$ cat config.mk
export PLATFORM = sky130hd
export DESIGN_NAME = tea_chained_block_cipher
export DESIGN_NICKNAME = d
export VERILOG_FILES = /design/src/sv/tcbc_pkg.sv /design/src/sv/tea_chained_block_cipher.sv /design/src/sv/tcbc_cfg_regs.sv /design/src/sv/tcbc_half_round.sv /design/src/sv/tcbc_core.sv
export SDC_FILE = /design/constraint.sdc
export NUM_CORES = 2
export LEC_CHECK = 0
export BUFFER_PORTS_ARGS = -buffer_cell sky130_fd_sc_hd__buf_4
export CAP_MARGIN = 20
export CORE_ASPECT_RATIO = 0.75
export CORE_MARGIN = 3
export CORE_UTILIZATION = 40
export DETAILED_ROUTE_END_ITERATION = 8
export HOLD_SLACK_MARGIN = 0.02
export PLACE_DENSITY = 0.67
export RECOVER_POWER = 25
export SYNTH_ARGS = -nofsm -noshare
export SYNTH_HDL_FRONTEND = slang
export SYNTH_HIERARCHICAL = 1
export SYNTH_SLANG_ARGS = --single-unit
$ cat constraint.sdc
create_clock -name clk -period 9.34 [get_ports clk]
set_input_delay 2.335 -clock clk [delete_from_list [all_inputs] [get_ports clk]]
set_output_delay 2.335 -clock clk [all_outputs]
set_load 0.02 [all_outputs]
$ cat src/sv/tcbc_pkg.sv
// Shared types and constants for the TEA chained block cipher.
// Used by the register file, the round sequencer and the top level.
package tcbc_pkg;

    localparam int WORD_W   = 32;
    localparam int BLOCK_W  = 64;
    localparam int ROUND_W  = 7;
    localparam int CFG_IDX_W = 3;
    localparam int KEY_WORDS = 4;

    localparam logic [WORD_W-1:0]  DELTA_RESET  = 32'h9E37_79B9;
    localparam logic [ROUND_W-1:0] ROUNDS_RESET = 7'd16;

    // Register map of the configuration port
    typedef enum logic [CFG_IDX_W-1:0] {
        REG_KEY0   = 3'd0,
        REG_KEY1   = 3'd1,
        REG_KEY2   = 3'd2,
        REG_KEY3   = 3'd3,
        REG_DELTA  = 3'd4,
        REG_ROUNDS = 3'd5
    } cfg_idx_t;

    // Configuration as seen by the datapath
    typedef struct packed {
        logic [KEY_WORDS-1:0][WORD_W-1:0] key;
        logic [WORD_W-1:0]                delta;
        logic [ROUND_W-1:0]               rounds;
    } cfg_t;

endpackage

$ cat src/sv/tea_chained_block_cipher.sv
// TEA block cipher with double-XOR chaining, top level.
// Depends on tcbc_pkg, tcbc_cfg_regs and tcbc_core.
//
// Usage:
//   Input stream s_*: one 64-bit block per item in s_tdata, s_tuser[0] selects
//   encrypt (0) or decrypt (1), s_tuser[1] clears both chaining registers
//   before this block. Output stream m_*: the resulting block in m_tdata.
//   Configuration: cfg_wr_en/cfg_index/cfg_data write key words 0..3 (index
//   0..3), round delta (4) and round count (5); write only while idle.
// Operation:
//   With n = min(round_count, MAX_ROUNDS), an accepted item runs n TEA rounds
//   in the half-round unit (none for n = 0); the result is then registered
//   and m_tvalid rises. The unit does half a TEA cycle per clock. A new item
//   is taken only after the receiver has taken the result.
//   s_tready is high only while no item is in flight.
// Reset and stall:
//   Reset clears the chaining registers and loads the default configuration
//   (zero key, delta 0x9E3779B9, 16 rounds). When the receiver stalls, the
//   result is held in the output register and no new item is taken.
module tea_chained_block_cipher
    import tcbc_pkg::*;
#(
    parameter int MAX_ROUNDS = 64
)
(
    input  logic                 clk,
    input  logic                 rst_n,
    // configuration write port
    input  logic                 cfg_wr_en,
    input  logic [CFG_IDX_W-1:0] cfg_index,
    input  logic [WORD_W-1:0]    cfg_data,
    // input stream
    input  logic                 s_tvalid,
    output logic                 s_tready,
    input  logic [BLOCK_W-1:0]   s_tdata,   // [63:0] block_in
    input  logic [1:0]           s_tuser,   // [0] req_type, [1] first_block
    // output stream
    output logic                 m_tvalid,
    input  logic                 m_tready,
    output logic [BLOCK_W-1:0]   m_tdata    // [63:0] block_out
);

    cfg_t cfg;

    tcbc_cfg_regs u_cfg_regs (
        .clk       (clk),
        .rst_n     (rst_n),
        .cfg_wr_en (cfg_wr_en),
        .cfg_index (cfg_index),
        .cfg_data  (cfg_data),
        .cfg       (cfg)
    );

    tcbc_core #(
        .MAX_ROUNDS (MAX_ROUNDS)
    ) u_core (
        .clk        (clk),
        .rst_n      (rst_n),
        .cfg        (cfg),
        .in_valid   (s_tvalid),
        .in_ready   (s_tready),
        .in_decrypt (s_tuser[0]),
        .in_first   (s_tuser[1]),
        .in_block   (s_tdata),
        .out_valid  (m_tvalid),
        .out_ready  (m_tready),
        .out_block  (m_tdata)
    );

endmodule

$ cat src/sv/tcbc_cfg_regs.sv
// Configuration register file: key words, round delta and round count.
// Depends on tcbc_pkg.
module tcbc_cfg_regs
    import tcbc_pkg::*;
(
    input  logic                  clk,
    input  logic                  rst_n,
    input  logic                  cfg_wr_en,
    input  logic [CFG_IDX_W-1:0]  cfg_index,
    input  logic [WORD_W-1:0]     cfg_data,
    output cfg_t                  cfg
);

    cfg_t cfg_reg;

    // Write decode; unknown indexes are dropped
    always_ff @(posedge clk or negedge rst_n)
    begin
        if (!rst_n)
        begin
            cfg_reg.key    <= '0;
            cfg_reg.delta  <= DELTA_RESET;
            cfg_reg.rounds <= ROUNDS_RESET;
        end
        else if (cfg_wr_en)
        begin
            unique case (cfg_index)
                REG_KEY0:   cfg_reg.key[0] <= cfg_data;
                REG_KEY1:   cfg_reg.key[1] <= cfg_data;
                REG_KEY2:   cfg_reg.key[2] <= cfg_data;
                REG_KEY3:   cfg_reg.key[3] <= cfg_data;
                REG_DELTA:  cfg_reg.delta  <= cfg_data;
                REG_ROUNDS: cfg_reg.rounds <= cfg_data[ROUND_W-1:0];
                default:    ;
            endcase
        end
    end

    assign cfg = cfg_reg;

endmodule

$ cat src/sv/tcbc_half_round.sv
// Shared TEA half-round unit: target +/- mix(other, ka, kb, sum).
// Depends on tcbc_pkg.
module tcbc_half_round
    import tcbc_pkg::*;
(
    input  logic [WORD_W-1:0] target,
    input  logic [WORD_W-1:0] other,
    input  logic [WORD_W-1:0] ka,
    input  logic [WORD_W-1:0] kb,
    input  logic [WORD_W-1:0] sum,
    input  logic              sub,
    output logic [WORD_W-1:0] result
);

    logic [WORD_W-1:0] mix;

    // ((v << 4) + ka) ^ (v + sum) ^ ((v >> 5) + kb)
    assign mix = ((other << 4) + ka) ^ (other + sum) ^ ((other >> 5) + kb);

    assign result = sub ? (target - mix) : (target + mix);

endmodule

$ cat src/sv/tcbc_core.sv
// Round sequencer: chaining registers, TEA state and output register.
// Drives one tcbc_half_round unit per cycle. Depends on tcbc_pkg.
module tcbc_core
    import tcbc_pkg::*;
#(
    parameter int MAX_ROUNDS = 64
)
(
    input  logic               clk,
    input  logic               rst_n,
    input  cfg_t               cfg,
    input  logic               in_valid,
    output logic               in_ready,
    input  logic               in_decrypt,
    input  logic               in_first,
    input  logic [BLOCK_W-1:0] in_block,
    output logic               out_valid,
    input  logic               out_ready,
    output logic [BLOCK_W-1:0] out_block
);

    typedef enum logic [1:0] {
        ST_IDLE,
        ST_RUN,
        ST_FIN,
        ST_OUT
    } state_t;

    state_t              state_reg, state_next;
    logic                out_valid_reg, out_valid_next;
    logic [BLOCK_W-1:0]  cc_reg, cc_next;     // previous ciphertext
    logic [BLOCK_W-1:0]  ci_reg, ci_next;     // previous raw TEA input/output
    logic [BLOCK_W-1:0]  out_reg, out_next;
    logic [BLOCK_W-1:0]  tin_reg, tin_next;   // TEA input of this item
    logic [WORD_W-1:0]   y_reg, y_next;
    logic [WORD_W-1:0]   z_reg, z_next;
    logic [WORD_W-1:0]   sum_reg, sum_next;
    logic [ROUND_W-1:0]  cnt_reg, cnt_next;
    logic                half_reg, half_next;
    logic                dec_reg, dec_next;

    logic [ROUND_W-1:0]  n_eff;
    logic [WORD_W-1:0]   sum_init;
    logic [BLOCK_W-1:0]  cc_in, ci_in, tea_in, tea_out, result;
    logic                upd_y;
    logic [WORD_W-1:0]   hr_target, hr_other, hr_ka, hr_kb, hr_result;
    logic                accept;

    // Round count saturates at MAX_ROUNDS
    assign n_eff = (32'(cfg.rounds) > MAX_ROUNDS) ? ROUND_W'(MAX_ROUNDS) : cfg.rounds;

    // Decrypt starts from delta * n_eff (the saturated round count)
    assign sum_init = in_decrypt ? WORD_W'(cfg.delta * WORD_W'(n_eff)) : cfg.delta;

    // Chaining values seen by a new item
    assign cc_in  = in_first ? '0 : cc_reg;
    assign ci_in  = in_first ? '0 : ci_reg;
    assign tea_in = in_decrypt ? (in_block ^ ci_in) : (in_block ^ cc_in);

    // Half-round routing: encrypt updates y then z, decrypt z then y
    assign upd_y     = (half_reg == dec_reg);
    assign hr_target = upd_y ? y_reg : z_reg;
    assign hr_other  = upd_y ? z_reg : y_reg;
    assign hr_ka     = upd_y ? cfg.key[0] : cfg.key[2];
    assign hr_kb     = upd_y ? cfg.key[1] : cfg.key[3];

    tcbc_half_round u_half_round (
        .target (hr_target),
        .other  (hr_other),
        .ka     (hr_ka),
        .kb     (hr_kb),
        .sum    (sum_reg),
        .sub    (dec_reg),
        .result (hr_result)
    );

    assign tea_out = {y_reg, z_reg};
    assign result  = dec_reg ? (tea_out ^ cc_reg) : (tea_out ^ ci_reg);
    assign accept  = in_valid && (state_reg == ST_IDLE);

    // Next-state and datapath
    always_comb
    begin
        state_next     = state_reg;
        out_valid_next = out_valid_reg;
        cc_next        = cc_reg;
        ci_next        = ci_reg;
        out_next       = out_reg;
        tin_next       = tin_reg;
        y_next         = y_reg;
        z_next         = z_reg;
        sum_next       = sum_reg;
        cnt_next       = cnt_reg;
        half_next      = half_reg;
        dec_next       = dec_reg;

        unique case (state_reg)
            ST_IDLE:
            begin
                if (accept)
                begin
                    cc_next   = cc_in;
                    ci_next   = ci_in;
                    tin_next  = tea_in;
                    y_next    = tea_in[BLOCK_W-1:WORD_W];
                    z_next    = tea_in[WORD_W-1:0];
                    sum_next  = sum_init;
                    cnt_next  = n_eff;
                    half_next = 1'b0;
                    dec_next  = in_decrypt;
                    state_next = (n_eff == '0) ? ST_FIN : ST_RUN;
                end
            end
            ST_RUN:
            begin
                if (upd_y)
                    y_next = hr_result;
                else
                    z_next = hr_result;
                half_next = ~half_reg;
                if (half_reg)
                begin
                    sum_next = dec_reg ? (sum_reg - cfg.delta) : (sum_reg + cfg.delta);
                    cnt_next = cnt_reg - 1'b1;
                    if (cnt_reg == ROUND_W'(1))
                        state_next = ST_FIN;
                end
            end
            ST_FIN:
            begin
                out_next       = result;
                out_valid_next = 1'b1;
                if (dec_reg)
                begin
                    ci_next = tea_out;
                    cc_next = tin_reg ^ ci_reg;   // recovers the received block
                end
                else
                begin
                    ci_next = tin_reg;
                    cc_next = result;
                end
                state_next = ST_OUT;
            end
            ST_OUT:
            begin
                if (out_ready)
                begin
                    out_valid_next = 1'b0;
                    state_next     = ST_IDLE;
                end
            end
            default: state_next = ST_IDLE;
        endcase
    end

    // Control state and chaining registers
    always_ff @(posedge clk or negedge rst_n)
    begin
        if (!rst_n)
        begin
            state_reg     <= ST_IDLE;
            out_valid_reg <= 1'b0;
            cc_reg        <= '0;
            ci_reg        <= '0;
            cnt_reg       <= '0;
            half_reg      <= 1'b0;
            dec_reg       <= 1'b0;
        end
        else
        begin
            state_reg     <= state_next;
            out_valid_reg <= out_valid_next;
            cc_reg        <= cc_next;
            ci_reg        <= ci_next;
            cnt_reg       <= cnt_next;
            half_reg      <= half_next;
            dec_reg       <= dec_next;
        end
    end

    // Payload registers
    always_ff @(posedge clk)
    begin
        out_reg <= out_next;
        tin_reg <= tin_next;
        y_reg   <= y_next;
        z_reg   <= z_next;
        sum_reg <= sum_next;
    end

    assign in_ready  = (state_reg == ST_IDLE);
    assign out_valid = out_valid_reg;
    assign out_block = out_reg;

endmodule

==> reports/results.tsv <==
stage	metric	value	unit
place	routabilityCongestion	0.961	
global_route	grt_overflow_total	0	
drt	detail_route.wl_per_cell	19.8	µm
timing	period_minus_slack	8.60	ns
drt	post_drt_via_cell_ratio	5.43	
hold_path	hold_path_depth	1	
drt	dr.pass1.iters	5	
cells_and_area	area_growth	10.4	%
timing	worst_pin_slew	4.05	ns
die	ioPinCount	172	
global_route	track_usage	20.8	%
drt	drt_iter0_markers	2532	
synth	yosys.area.top_type	dfrtp_1	
hold_path	min_from	u_cfg_regs/cfg[109]	
worst_setup_path	reg2reg_from	u_core/dec_reg	
hold_path	hp-class	register to register	
cells_and_area	nets	4791	
status	failed_checks	max-capacitance violations, max-slew violations	
timing	finClkSkew	0.0263	ns
die	die_h	283	µm
worst_setup_path	regToRegSetupSlack	0.74	ns
cells_and_area	fill_cells	9716	
cells_and_area	final_cell_mix	nand2_1 (672), nor2_1 (329), dfrtp_1 (285)	
worst_setup_path	reg2reg_to	u_core/y_reg[30]	
worst_setup_path	critPathKind	register to register	
drt	routed_wl	114000	µm
hold_path	hold_end	u_cfg_regs/cfg[109]	
synth	ys_seq_area_share	35.2	%
timing	tns	0	ns
drt	detail-route-antenna-nets	0	
clocking	cts_tree	built	
clocking	insertion_delay	0.62	ns
clocking	cts.path.max_buffers	3	
synth	synth_area	41000	µm²
clocking	h-tree-depth	2	
die	dieArea	106000	µm²
synth	yosys_warnings	6	
cells_and_area	final_common_cell	nand2_1	
synth	async_flop_share	57.8	%
timing	setup_viol_count_final	0	
drt	drc	0	
synth	synth_edf_count	224	
synth	synthTopCellsByArea	dfrtp_1 (17%), edfxtp_1 (16%), mux2i_1 (6.7%), fa_1 (6.7%), nand2_1 (6.2%)	
clocking	path_clk_slew	0.06	ns
drt	vias	31188	
timing	max_clock_freq	0.116	GHz
synth	yosysTopAreaCellShare	17.4	%
die	die_width	376	µm
cells_and_area	largest_reg_flops	167	
worst_setup_path	startpoint	u_core/dec_reg	
timing	relSlewSlack	-170	%
global_route	grt_max_degree	143	
synth	syn-num-nets	4727	
clocking	cts_resized	0	
job	cap_violations	3	
global_route	grt_pass1_vias	30003	
global_route	grt_pass1_wl	176000	µm
die	initial_core_util	40.4	%
place	portBuffers	171	
timing	period_share	92.1	%
clocking	cts_setup_buffers	0	
synth	synth.avg_cell_area	9.56	µm²
cells_and_area	multi_input_area	25200	µm²
clocking	cts_buffers	52	
cells_and_area	regArea	14400	µm²
worst_setup_path	cp_data_arrival_time	8.97	ns
synth	syn-instance-count	4291	
worst_setup_path	r2r_cells	31	
worst_setup_path	worstPathMaxFanout	29	
worst_setup_path	crit_slowest_cell	nor4b_1	
synth	ys_ff_latch	531	
worst_setup_path	cpPeakStageDelay	0.78	ns
die	fp.coreArea	101000	µm²
clocking	hold_buffers	0	
timing	finalMaxSlewViolations	220	
global_route	antenna_found_initial	2	
status	status	finished, violations left	
die	core.rowCount	101	
synth	synthDistinctLibCells	98	
worst_setup_path	worstPathRequired	9.71	ns
worst_setup_path	critPathLaunchType	register	
cells_and_area	drive_gt1_share	11.7	%
timing	rsz0062_at_grt	no	
place	dp_hpwl	84300	µm
timing	finalHoldViolCount	0	
synth	ys.flop_type	dfrtp_1	
worst_setup_path	endpoint_kind	register	
clocking	root_buffer	clkbuf_16	
clocking	cts_sinks	531	
## cell families (layout without fill, tap and decap cells)
logic type | Yosys count | count (layout) | share of synthesized area [%]
other cells | 0 | 2 | 0
simple gates | 1419 | 1419 | 15.6
buf+inv | 381 | 488 | 3.76
flops | 531 | 531 | 35.2
xor+xnor | 473 | 473 | 10.6
fa+ha+maj | 330 | 330 | 12.6
mux | 443 | 443 | 11.4
compound gates | 714 | 714 | 10.9
## routing by layer
layer,GRT usage [%],vias to the layer above,part of all wire [%]
met1,31.5,15417,49
met3,2.97,115,5.3
met5,0,-,0.011
met4,3.49,2,1.5
li1,-,14843,-
met2,31.7,811,44
## worst max-delay path by stage
stage,to,slack [ns],cells after the start
after floorplan,u_core/y_reg[30],2.16,33
after global placement,u_core/z_reg[30],1.08,28
after detailed placement,u_core/y_reg[30],0.89,28
after CTS,u_core/y_reg[30],0.87,28
after global routing,u_core/y_reg[30],0.26,31
final,u_core/y_reg[30],0.74,31
## synthesized netlist by cell type, types with 9 or more instances
| master | number |
|---|---|
| o21bai_1 | 16 |
| inv_1 | 181 |
| nand2_1 | 674 |
| and3_1 | 13 |
| o21ai_1 | 15 |
| nand3_1 | 36 |
| nor2_1 | 330 |
| fa_1 | 137 |
| nand4_1 | 13 |
| xnor3_1 | 13 |
| mux2_1 | 11 |
| dfstp_2 | 21 |
| or2_2 | 10 |
| dfrtp_1 | 286 |
| nor4_1 | 9 |
| nor2b_1 | 55 |
| mux2i_1 | 276 |
| mux2_4 | 10 |
| ha_1 | 193 |
| edfxtp_1 | 224 |
| o21ai_0 | 224 |
| buf_6 | 14 |
| a211oi_1 | 26 |
| nor3_1 | 41 |
| and2_1 | 162 |
| xnor2_1 | 266 |
| nand2b_1 | 27 |
| o211ai_1 | 16 |
| o21a_1 | 25 |
| buf_1 | 43 |
| o31ai_1 | 10 |
| a31oi_1 | 21 |
| xor2_1 | 193 |
| a21o_1 | 73 |
| a21oi_1 | 188 |
| clkbuf_1 | 137 |
| mux2_2 | 146 |
## per-stage QoR
stage,cell area [µm²],std cells,util [%],setup slack [ns],hold slack [ns]
detailed placement,43600,5638,42.9,0.889,0.482
finish,45300,5739,44.6,0.739,0.499
global placement,43600,5638,42.9,1.08,0.469
floorplan,41000,4291,-,2.16,0.458
global route,45300,5737,44.6,0.259,0.513
CTS,45300,5735,44.6,0.867,0.497
## critical path: cells and delay by family, from the launching register on
family                     cells  cell delay (ns)
AOI/OAI and AO/OA             13             2.90
adders and majority gates      2             0.77
xor gates and xnor gates       4             0.97
buffers and inverters          2             0.45
and+or+nand+nor               10             2.61
DFF                            1             0.66
## area by class of cell
| class | count | share of cell area (%) |
|---|---|---|
| timing repair buffer | 210 | 3.52 |
| multi-input combinational | 3379 | 55.6 |
| sequential | 531 | 31.9 |
| antenna | 2 | 0.0111 |
| clock buffer | 75 | 3.24 |
| clock inverter | 22 | 0.580 |
| inverter | 181 | 1.50 |
| tap | 1339 | 3.70 |
Power is not shown: default switching activity piles up to over one toggle a cycle in this logic, so the estimate is an artifact.
